### config.mk
export PLATFORM = sky130hd
export DESIGN_NAME = ubx_ack_matcher_core_flat
export DESIGN_NICKNAME = d
export VERILOG_FILES = /design/src/sv/uam_pkg.sv /design/src/sv/uam_if.sv /design/src/sv/uam_expect.sv /design/src/sv/ubx_ack_matcher_core.sv /design/src/flat_wrapper.sv
export SDC_FILE = /design/constraint.sdc
export NUM_CORES = 1
export LEC_CHECK = 0
export BUFFER_PORTS_ARGS = -buffer_cell sky130_fd_sc_hd__buf_2
export CAP_MARGIN = 30
export CORE_MARGIN = 2
export CORE_UTILIZATION = 35
export DETAILED_ROUTE_END_ITERATION = 8
export PLACE_DENSITY = 0.53
export SETUP_SLACK_MARGIN = 0.15
export SYNTH_ARGS = -nofsm -noshare
export SYNTH_HDL_FRONTEND = slang
export SYNTH_SLANG_ARGS = --single-unit
### constraint.sdc
create_clock -name clk -period 5.2 [get_ports clk]
set_input_delay 0.26 -clock clk [delete_from_list [all_inputs] [get_ports clk]]
set_output_delay 0.26 -clock clk [all_outputs]
set_load 0.02 [all_outputs]
### src/sv/uam_pkg.sv
// Shared types and constants for the acknowledge frame matcher.
package uam_pkg;

  localparam int unsigned FRAME_LEN = 10;
  localparam int unsigned POS_W     = 4;
  localparam int unsigned ELAPSED_W = 17;
  localparam int unsigned TIMEOUT_W = 16;
  localparam int unsigned CFG_IDX_W = 2;
  localparam int unsigned CFG_DATA_W = 16;

  localparam logic [TIMEOUT_W-1:0] TIMEOUT_RESET = 16'd3000;

  // fixed part of the acknowledge frame
  localparam logic [7:0] SYNC_1    = 8'hB5;
  localparam logic [7:0] SYNC_2    = 8'h62;
  localparam logic [7:0] ACK_CLASS = 8'h05;
  localparam logic [7:0] ACK_ID    = 8'h01;
  localparam logic [7:0] LEN_LO    = 8'h02;
  localparam logic [7:0] LEN_HI    = 8'h00;

  typedef enum logic [1:0] {
    OP_START = 2'd0,
    OP_BYTE  = 2'd1,
    OP_TICK  = 2'd2
  } op_t;

  typedef enum logic [1:0] {
    ST_IDLE    = 2'd0,
    ST_WAIT    = 2'd1,
    ST_ACK     = 2'd2,
    ST_TIMEOUT = 2'd3
  } status_t;

  typedef enum logic [CFG_IDX_W-1:0] {
    CFG_ACK_CLASS = 2'd0,
    CFG_ACK_IDENT = 2'd1,
    CFG_TIMEOUT   = 2'd2
  } cfg_idx_t;

endpackage

### src/sv/uam_if.sv
// Valid/ready channel interfaces for the matcher's request and result words.
interface uam_req_if;
  logic       valid;
  logic       ready;
  logic [1:0] operation;
  logic [7:0] rx_byte;

  modport source (output valid, output operation, output rx_byte, input ready);
  modport sink   (input valid, input operation, input rx_byte, output ready);
endinterface

interface uam_rsp_if;
  logic       valid;
  logic       ready;
  logic [1:0] status;
  logic [3:0] match_count;

  modport source (output valid, output status, output match_count, input ready);
  modport sink   (input valid, input status, input match_count, output ready);
endinterface

### src/sv/uam_expect.sv
// Expected frame byte at a given position, check bytes derived from class and id.
module uam_expect
  import uam_pkg::*;
(
  input  logic [POS_W-1:0] pos,
  input  logic [7:0]       ack_class,
  input  logic [7:0]       ack_ident,
  output logic [7:0]       exp_byte
);

  logic [7:0] ck_a;
  logic [7:0] ck_b;

  // Fletcher over 05 01 02 00 cls id; constant partial sums folded in
  assign ck_a = 8'd8 + ack_class + ack_ident;
  assign ck_b = 8'd43 + {ack_class[6:0], 1'b0} + ack_ident;

  always_comb begin
    case (pos)
      4'd0:    exp_byte = SYNC_1;
      4'd1:    exp_byte = SYNC_2;
      4'd2:    exp_byte = ACK_CLASS;
      4'd3:    exp_byte = ACK_ID;
      4'd4:    exp_byte = LEN_LO;
      4'd5:    exp_byte = LEN_HI;
      4'd6:    exp_byte = ack_class;
      4'd7:    exp_byte = ack_ident;
      4'd8:    exp_byte = ck_a;
      4'd9:    exp_byte = ck_b;
      default: exp_byte = 8'h00;
    endcase
  end

endmodule

### src/sv/ubx_ack_matcher_core.sv
// Acknowledge frame matcher: one request word in, one result word out.
// The result word of an accepted request is registered and shows in the next cycle.
// Throughput: 1 word per cycle while the result side is ready; the result register frees in the cycle it is taken.
// Reset (rst, synchronous): status idle, match count and tick count zero,
// class and id zero, timeout 3000 ticks, no result pending.
module ubx_ack_matcher_core
  import uam_pkg::*;
(
  input  logic                  clk,
  input  logic                  rst,
  uam_req_if.sink               req,
  uam_rsp_if.source             rsp,
  input  logic                  cfg_we,
  input  logic [CFG_IDX_W-1:0]  cfg_index,
  input  logic [CFG_DATA_W-1:0] cfg_data
);

  logic [7:0]           ack_class;
  logic [7:0]           ack_ident;
  logic [TIMEOUT_W-1:0] timeout_ticks;

  status_t              phase, phase_next;
  logic [POS_W-1:0]     match_pos, match_pos_next;
  logic [ELAPSED_W-1:0] elapsed, elapsed_next;

  logic                 rsp_valid;
  status_t              rsp_status;
  logic [POS_W-1:0]     rsp_count;

  logic                 accept;
  logic [7:0]           exp_byte;
  logic [POS_W-1:0]     pos_inc;
  logic [ELAPSED_W-1:0] elapsed_inc;

  uam_expect u_expect (
    .pos       (match_pos),
    .ack_class (ack_class),
    .ack_ident (ack_ident),
    .exp_byte  (exp_byte)
  );

  assign req.ready = !rsp_valid || rsp.ready;
  assign accept    = req.valid && req.ready;

  // configuration registers
  always_ff @(posedge clk) begin
    if (rst) begin
      ack_class     <= '0;
      ack_ident     <= '0;
      timeout_ticks <= TIMEOUT_RESET;
    end else if (cfg_we) begin
      case (cfg_idx_t'(cfg_index))
        CFG_ACK_CLASS: ack_class     <= cfg_data[7:0];
        CFG_ACK_IDENT: ack_ident     <= cfg_data[7:0];
        CFG_TIMEOUT:   timeout_ticks <= cfg_data[TIMEOUT_W-1:0];
        default: ;
      endcase
    end
  end

  assign pos_inc     = match_pos + POS_W'(1);
  assign elapsed_inc = (&elapsed) ? elapsed : elapsed + ELAPSED_W'(1);

  always_comb begin
    phase_next     = phase;
    match_pos_next = match_pos;
    elapsed_next   = elapsed;
    case (op_t'(req.operation))
      OP_START: begin
        phase_next     = ST_WAIT;
        match_pos_next = '0;
        elapsed_next   = '0;
      end
      OP_BYTE: begin
        if (phase == ST_WAIT) begin
          // a mismatching byte restarts the search and is not rechecked
          if (req.rx_byte == exp_byte) begin
            match_pos_next = pos_inc;
            if (pos_inc == POS_W'(FRAME_LEN)) begin
              phase_next = ST_ACK;
            end
          end else begin
            match_pos_next = '0;
          end
        end
      end
      OP_TICK: begin
        if (phase == ST_WAIT) begin
          elapsed_next = elapsed_inc;
          if (elapsed_inc > {1'b0, timeout_ticks}) begin
            phase_next = ST_TIMEOUT;
          end
        end
      end
      default: ;
    endcase
  end

  always_ff @(posedge clk) begin
    if (rst) begin
      phase     <= ST_IDLE;
      match_pos <= '0;
      elapsed   <= '0;
    end else if (accept) begin
      phase     <= phase_next;
      match_pos <= match_pos_next;
      elapsed   <= elapsed_next;
    end
  end

  // result register
  always_ff @(posedge clk) begin
    if (rst) begin
      rsp_valid <= 1'b0;
    end else if (accept) begin
      rsp_valid <= 1'b1;
    end else if (rsp.ready) begin
      rsp_valid <= 1'b0;
    end
  end

  always_ff @(posedge clk) begin
    if (accept) begin
      rsp_status <= phase_next;
      rsp_count  <= match_pos_next;
    end
  end

  assign rsp.valid       = rsp_valid;
  assign rsp.status      = rsp_status;
  assign rsp.match_count = rsp_count;

endmodule

### src/flat_wrapper.sv
// flat-port wrapper written by rule: the top's interface ports become plain ports
module ubx_ack_matcher_core_flat import uam_pkg::*;
  (clk, rst, cfg_we, cfg_index, cfg_data, req_valid, req_operation, req_rx_byte, req_ready, rsp_valid, rsp_status, rsp_match_count, rsp_ready);
  uam_req_if req_i ();
  uam_rsp_if rsp_i ();
  input  logic clk;
  input  logic rst;
  input  logic cfg_we;
  input  logic [CFG_IDX_W-1:0] cfg_index;
  input  logic [CFG_DATA_W-1:0] cfg_data;
  input wire logic [$bits(req_i.valid)-1:0] req_valid;
  input wire logic [$bits(req_i.operation)-1:0] req_operation;
  input wire logic [$bits(req_i.rx_byte)-1:0] req_rx_byte;
  output wire logic [$bits(req_i.ready)-1:0] req_ready;
  output wire logic [$bits(rsp_i.valid)-1:0] rsp_valid;
  output wire logic [$bits(rsp_i.status)-1:0] rsp_status;
  output wire logic [$bits(rsp_i.match_count)-1:0] rsp_match_count;
  input wire logic [$bits(rsp_i.ready)-1:0] rsp_ready;
  assign req_i.valid = req_valid;
  assign req_i.operation = req_operation;
  assign req_i.rx_byte = req_rx_byte;
  assign req_ready = req_i.ready;
  assign rsp_valid = rsp_i.valid;
  assign rsp_status = rsp_i.status;
  assign rsp_match_count = rsp_i.match_count;
  assign rsp_i.ready = rsp_ready;
  ubx_ack_matcher_core u_core (.clk(clk), .rst(rst), .req(req_i), .rsp(rsp_i), .cfg_we(cfg_we), .cfg_index(cfg_index), .cfg_data(cfg_data));
endmodule
# == Word-level counts from Yosys, hierarchy flattened ==
# Cells that the tools add are included.
# classes
muxes,15
n_lt_le_gt_ge,1
n_reduce_logical,13
add_sub_neg,6
eq_ne,16
# op_table
op,count
$pmux 8 s9,1
$mux 17,2
$pmux 17 s2,1
$add 17x1->17 const B,1
$gt 17x16->1,1
$reduce_and 17->1,1
$add 8x8->8,2
$eq 4x3->1 const B,3
$eq 4x4->1 const B,3
$mux 2,5
$add 4x8->8 const A,1
$add 6x8->8 const A,1
$eq 4x2->1 const B,2
$eq 8x8->1,1
$mux 4,2
$pmux 4 s2,1
$eq 2x1->1 const B,3
$pmux 2 s3,1
$reduce_and 2->1,3
$add 4x1->4 const B,1
$eq 2x2->1 const B,2
$eq 4x1->1 const B,1
$logic_not 2->1,2
$logic_not 4->1,1
other kinds (7),9
# word_totals
inputBits,33
out_inout_bits,8
regBits,62

# == Logic depth before layout (Yosys ltp) ==
# logic_depth
depth_word,7
depth_mapped,16
depth_no_buf,16

# == Hierarchy ==
# Synthesis repeated with hierarchy kept, for this count alone.
# hier_totals
hier_cells,547
area_unflattened_um2,4531.8
# modules_own_cells
module,cells_each,area_each_um2,seq_area_each_um2,n_inst
ubx_ack_matcher_core,410,3490.8,1301.2,1
uam_expect,137,1041.0,0.0,1

# == Worst setup path after synthesis ==
# Ideal clock, no wire load.
# synth_path
path_kind,reg2reg
startpoint,register u_core.elapsed[6]
endpoint,"register u_core.rsp_status[1] (netlist: u_core.rsp.status[1]), data pin"
arrival_ns,2.916
path_stages_with_launch,16
setup_slack_ns,2.018
setup_time_ns,0.266
t_required_ns,4.934
path_cell_list,dfxtp_1 > clkbuf_1 > nand4_1 > nand4bb_1 > o21ai_0 > nor2_1 > xnor2_1 > ha_1 > a21o_1 > a21o_1 > a21oi_1 > o21ai_0 > a21oi_1 > o21ai_0 > a21oi_1 > a21oi_1
# synth_via
elab_chain_len,6
# synth_rtl
item,line_no,text
from (decl),ubx_ack_matcher_core.sv:24,"logic [ELAPSED_W-1:0] elapsed, elapsed_next;"
from (signal assigned),ubx_ack_matcher_core.sv:107,elapsed <= elapsed_next;
$add 17x1->17 / $reduce_and 17->1 (equally long branches),ubx_ack_matcher_core.sv:62,assign elapsed_inc = (&elapsed) ? elapsed : elapsed + ELAPSED_W'(1);
$mux 17 *,ubx_ack_matcher_core.sv:62,
$gt 17x16->1 *,ubx_ack_matcher_core.sv:90,"if (elapsed_inc > {1'b0, timeout_ticks}) begin"
$mux 2 *,ubx_ack_matcher_core.sv:90,
$mux 2 *,ubx_ack_matcher_core.sv:88,if (phase == ST_WAIT) begin
$pmux 2 s3 *,ubx_ack_matcher_core.sv:68,case (op_t'(req.operation))
named net u_core.phase_next[1],ubx_ack_matcher_core.sv:22,"status_t phase, phase_next;"
to (signal assigned),ubx_ack_matcher_core.sv:124,rsp_status <= phase_next;
to (decl),ubx_ack_matcher_core.sv:27,status_t rsp_status;
# The timed path passes the listed nets; every way through them passes the cells marked *.
# A chain may end at the register's enable or synchronous reset.

# == Final worst setup path ==
# layout_path
startpoint,register u_core.elapsed[0]
endpoint,"register u_core.rsp_status[1] (netlist: u_core.rsp.status[1]), data pin"
# Same word-level chain as after synthesis.

==> reports/qor.csv <==
stage,metric,value,unit
floorplanning,die_h,117.7,um
cts,clk_pin_slew_worst_paths,50,ps
logic_synthesis,yosys.area.top_type,dfxtp_1,
grt,groute.usage.overall,16.73,%
logic_synthesis,synth_top_area_share,24.77,%
grt,grt_pass1_wl,18990,um
route,vias,3916,
logic_synthesis,synth_edf_count,6,
logic_synthesis,yosysMostFrequentCell,nor2_1,
timing,rsz0062_at_grt,false,
grt,grt_pass1_vias,3896,
logic_synthesis,yosysWarnings,0,
worst_setup_path,crit_slowest_cell,o21ai_0,
timing,hold_ws,130.4,ps
logic_synthesis,seq_area_frac_synth,28.75,%
route,drtPass1Iterations,5,
cts,cts_sinks,62,
worst_setup_path,critPathTopFamily,compound AO/OA/AOI/OAI gates,
logic_synthesis,ys_async_sr_fraction,0,%
worst_setup_path,critPathKind,register to register,
logic_synthesis,ys_types,61,
pwr,p_leak,2.221,nW
worst_setup_path,cp.depth,15,
timing,final.period_utilization,70.16,%
pwr,vdd_drop_max,0.1403,mV
worst_setup_path,crit_chain,"ha_1, and2_1, nand4bb_1, o21ai_0, nor2_1, xnor2_1, ha_1, a21o_1, a21o_1, a21oi_1, o21ai_0, a21oi_1, o21ai_0, a21oi_1, a21oi_1",
timing,tightestPinTransition,839.6,ps
outcome,status,completed,
cts,cts-resized-gates,0,
worst_setup_path,cp-endpoint,u_core.rsp.status[1],
timing,final.setup.tns,0,ps
logic_synthesis,synthCells,564,
pwr,power_density,227.3,nW/um^2
floorplanning,start_util,35.86,%
hold_path,hold_class,input pin to register,
worst_setup_path,cpMostUsedCell,a21oi_1,
timing,max-slew-margin-rel,44.03,%
logic_synthesis,ys.flop_type,dfxtp_1,
worst_setup_path,required,5270,ps
cts,cts_buffers,9,
worst_setup_path,ff2ff_path_depth,15,
cts,cts_tree,built,
timing,worst_slack,1551,ps
cells_and_area,syn2layout_area_growth,12.75,%
cts,postCtsSetupRepairBufs,0,
timing,maxSlewViolCount,0,
cells_and_area,nFillCells,1346,
worst_setup_path,setup.worst_path.start,u_core.elapsed[0],
place,hpwl,8455,um
logic_synthesis,ys_ff_latch,62,
worst_setup_path,arrival,3710,ps
route,routed_via_density,5.112,
timing,skew,4.025,ps
floorplanning,fp.dieW,117.7,um
route,wl_per_cell,14.42,um
timing,setup_violations,0,
grt,grt_max_degree,37,
place,gp_congestion,0.8411,
floorplanning,die_area,13860,sq um
cts,clock_latency,330,ps
logic_synthesis,synth_area,4526,sq um
timing,hold_viol_final,0,
place,port_buffers,40,
logic_synthesis,synthTopCellsByCount,"nor2_1 (76), dfxtp_1 (56), nand2_1 (52)",
floorplanning,core,12620,sq um
worst_setup_path,start_kind,register,
worst_setup_path,rrSetupSlack,1550,ps
worst_setup_path,rr_startpoint,u_core.elapsed[0],
timing,fmax,274.1,MHz
cts,clk_path_buf_depth,2,
timing,final.min_clock_period,3649,ps
route,ant_nets,0,
floorplanning,num_rows,41,
route,drt_iter0_drc,179,
floorplanning,num_io_pins,41,
logic_synthesis,synth_nets,645,
place,dpl_worst_slack,1578,ps
route,drc,0,
cells_and_area,insertedDiodeCount,0,
worst_setup_path,endpoint_kind,register,
logic_synthesis,syn_avg_cell_area,8.024,sq um
logic_synthesis,synth.area.top_cells,"dfxtp_1 (25%), ha_1 (13%), nor2_1 (6.3%), a21oi_1 (4.8%), nand2_1 (4.3%)",
grt,antenna_found_initial,0,
worst_setup_path,cp_slowest_stage_delay,500,ps
cts,hold_buffers,0,
worst_setup_path,cp_num_buf_inv,0,
cells_and_area,final_layout_size_suffix_gt1_share,11.11,%
cts,h-tree-depth,3,
route,finalWirelength,11040,um
grt,grt_overflow,0,
cts,ctsRootBufferMaster,clkbuf_16,
worst_setup_path,r2r-end,u_core.rsp.status[1],
run,cap_viol_max_count,0,
worst_setup_path,crit_fanout,7,
cells_and_area,finalNetCount,672,
-- kinds of logic (layout without fill, tap and decap cells) --
family | Yosys count | in the layout | share of synthesized area, %
buf+inv | 70 | 100 | 6.359
mux | 15 | 15 | 3.345
simple gates | 213 | 213 | 22.95
fa+ha+maj | 48 | 48 | 13.60
compound gates | 126 | 126 | 18.77
flops | 62 | 62 | 28.75
xor+xnor | 30 | 30 | 6.221
-- power by group --
| group | internal (W) | leakage, nW | switching (W) |
|---|---|---|---|
| sequential | 0.000496 | 0.515 | 0.00000837 |
| clock | 0.000328 | 0.128 | 0.000202 |
| combinational | 0.0000494 | 1.58 | 0.0000758 |
| total | 0.000873 | 2.22 | 0.000287 |
-- cells in the final DEF (no fill, tap or decap), types with 3 or more instances in the layout --
cell	n
a211o_1	8
a22oi_1	13
a21o_1	10
ha_1	46
nand2b_1	9
nor2_1	76
xor2_1	10
xnor2_1	19
a21oi_1	43
buf_2	40
edfxtp_1	6
o21ai_0	17
a31oi_1	3
nand3b_1	6
and4_1	3
dfxtp_1	56
and2_1	4
and3b_1	3
nor3_1	14
a211oi_1	7
nor2b_1	4
o22ai_1	6
nor4_1	3
inv_1	44
and3_1	5
mux2i_1	14
o2111ai_1	3
nand3_1	8
clkbuf_16	9
or2_2	4
nand4_1	9
nand2_1	52
nor3b_1	5
-- layout make-up --
class / count / area, sq um / area share [%]
sequential: 62 / 1301 / 25.50
multi-input combinational: 432 / 2937 / 57.55
clock inverter: 2 / 10.01 / 0.1962
tap: 172 / 215.2 / 4.218
clock buffer: 12 / 246.5 / 4.831
inverter: 44 / 165.2 / 3.237
timing repair buffer: 42 / 227.7 / 4.463
-- worst min-delay path by stage --
stage / startpoint / endpoint / cells past startpoint
5_1_grt: cfg_data[8] / u_core.timeout_ticks[8] / 2
3_5_place_dp: u_core.timeout_ticks[15] / u_core.timeout_ticks[15] / 2
6_report: cfg_data[11] / u_core.timeout_ticks[11] / 2
2_1_floorplan: rst / u_core.match_pos[1] / 1
4_1_cts: cfg_data[11] / u_core.timeout_ticks[11] / 2
3_3_place_gp: u_core.timeout_ticks[2] / u_core.timeout_ticks[2] / 2
-- layer usage --
metal  vias up  part of all wire [%]  GRT usage (%)
li1       2032                     -              -
met3        13                   3.2          3.779
met5         -                     0              0
met4         0                   1.3          4.367
met2        56                    48          28.67
met1      1815                    48          21.16
-- worst reg2reg max path: cells and delay by family (launching register included) --
family | cells | cell delay (ps)
flops | 1 | 410
compound gates | 9 | 1760
fa+ha+maj | 2 | 470
xor+xnor | 1 | 220
simple gates | 3 | 540
-- stage by stage --
| stage | area, sq um | cells | util [%] | power [W] |
|---|---|---|---|---|
| 2_1_floorplan | 4526 | 564 | - | 0.0005955 |
| 3_3_place_gp | 4826 | 751 | 38.24 | 0.0006355 |
| 3_5_place_dp | 4846 | 752 | 38.40 | 0.0006397 |
| 4_1_cts | 5102 | 766 | 40.43 | 0.001178 |
| 5_1_grt | 5102 | 766 | 40.43 | 0.001217 |
| 6_report | 5102 | 766 | 40.43 | 0.001160 |
-- state kept, by name (all words and copies together), names as in the netlist --
| name | cells |
|---|---|
| u_core.ack_ident | 8 |
| u_core.ack_class | 8 |
| u_core.rsp.match_count | 4 |
| u_core.match_pos | 4 |
| u_core.phase | 2 |
| u_core.rsp.status | 2 |
| u_core.rsp.valid | 1 |
| u_core.elapsed | 17 |
| u_core.timeout_ticks | 16 |
No activity file was read; power rests on OpenSTA's default activity.
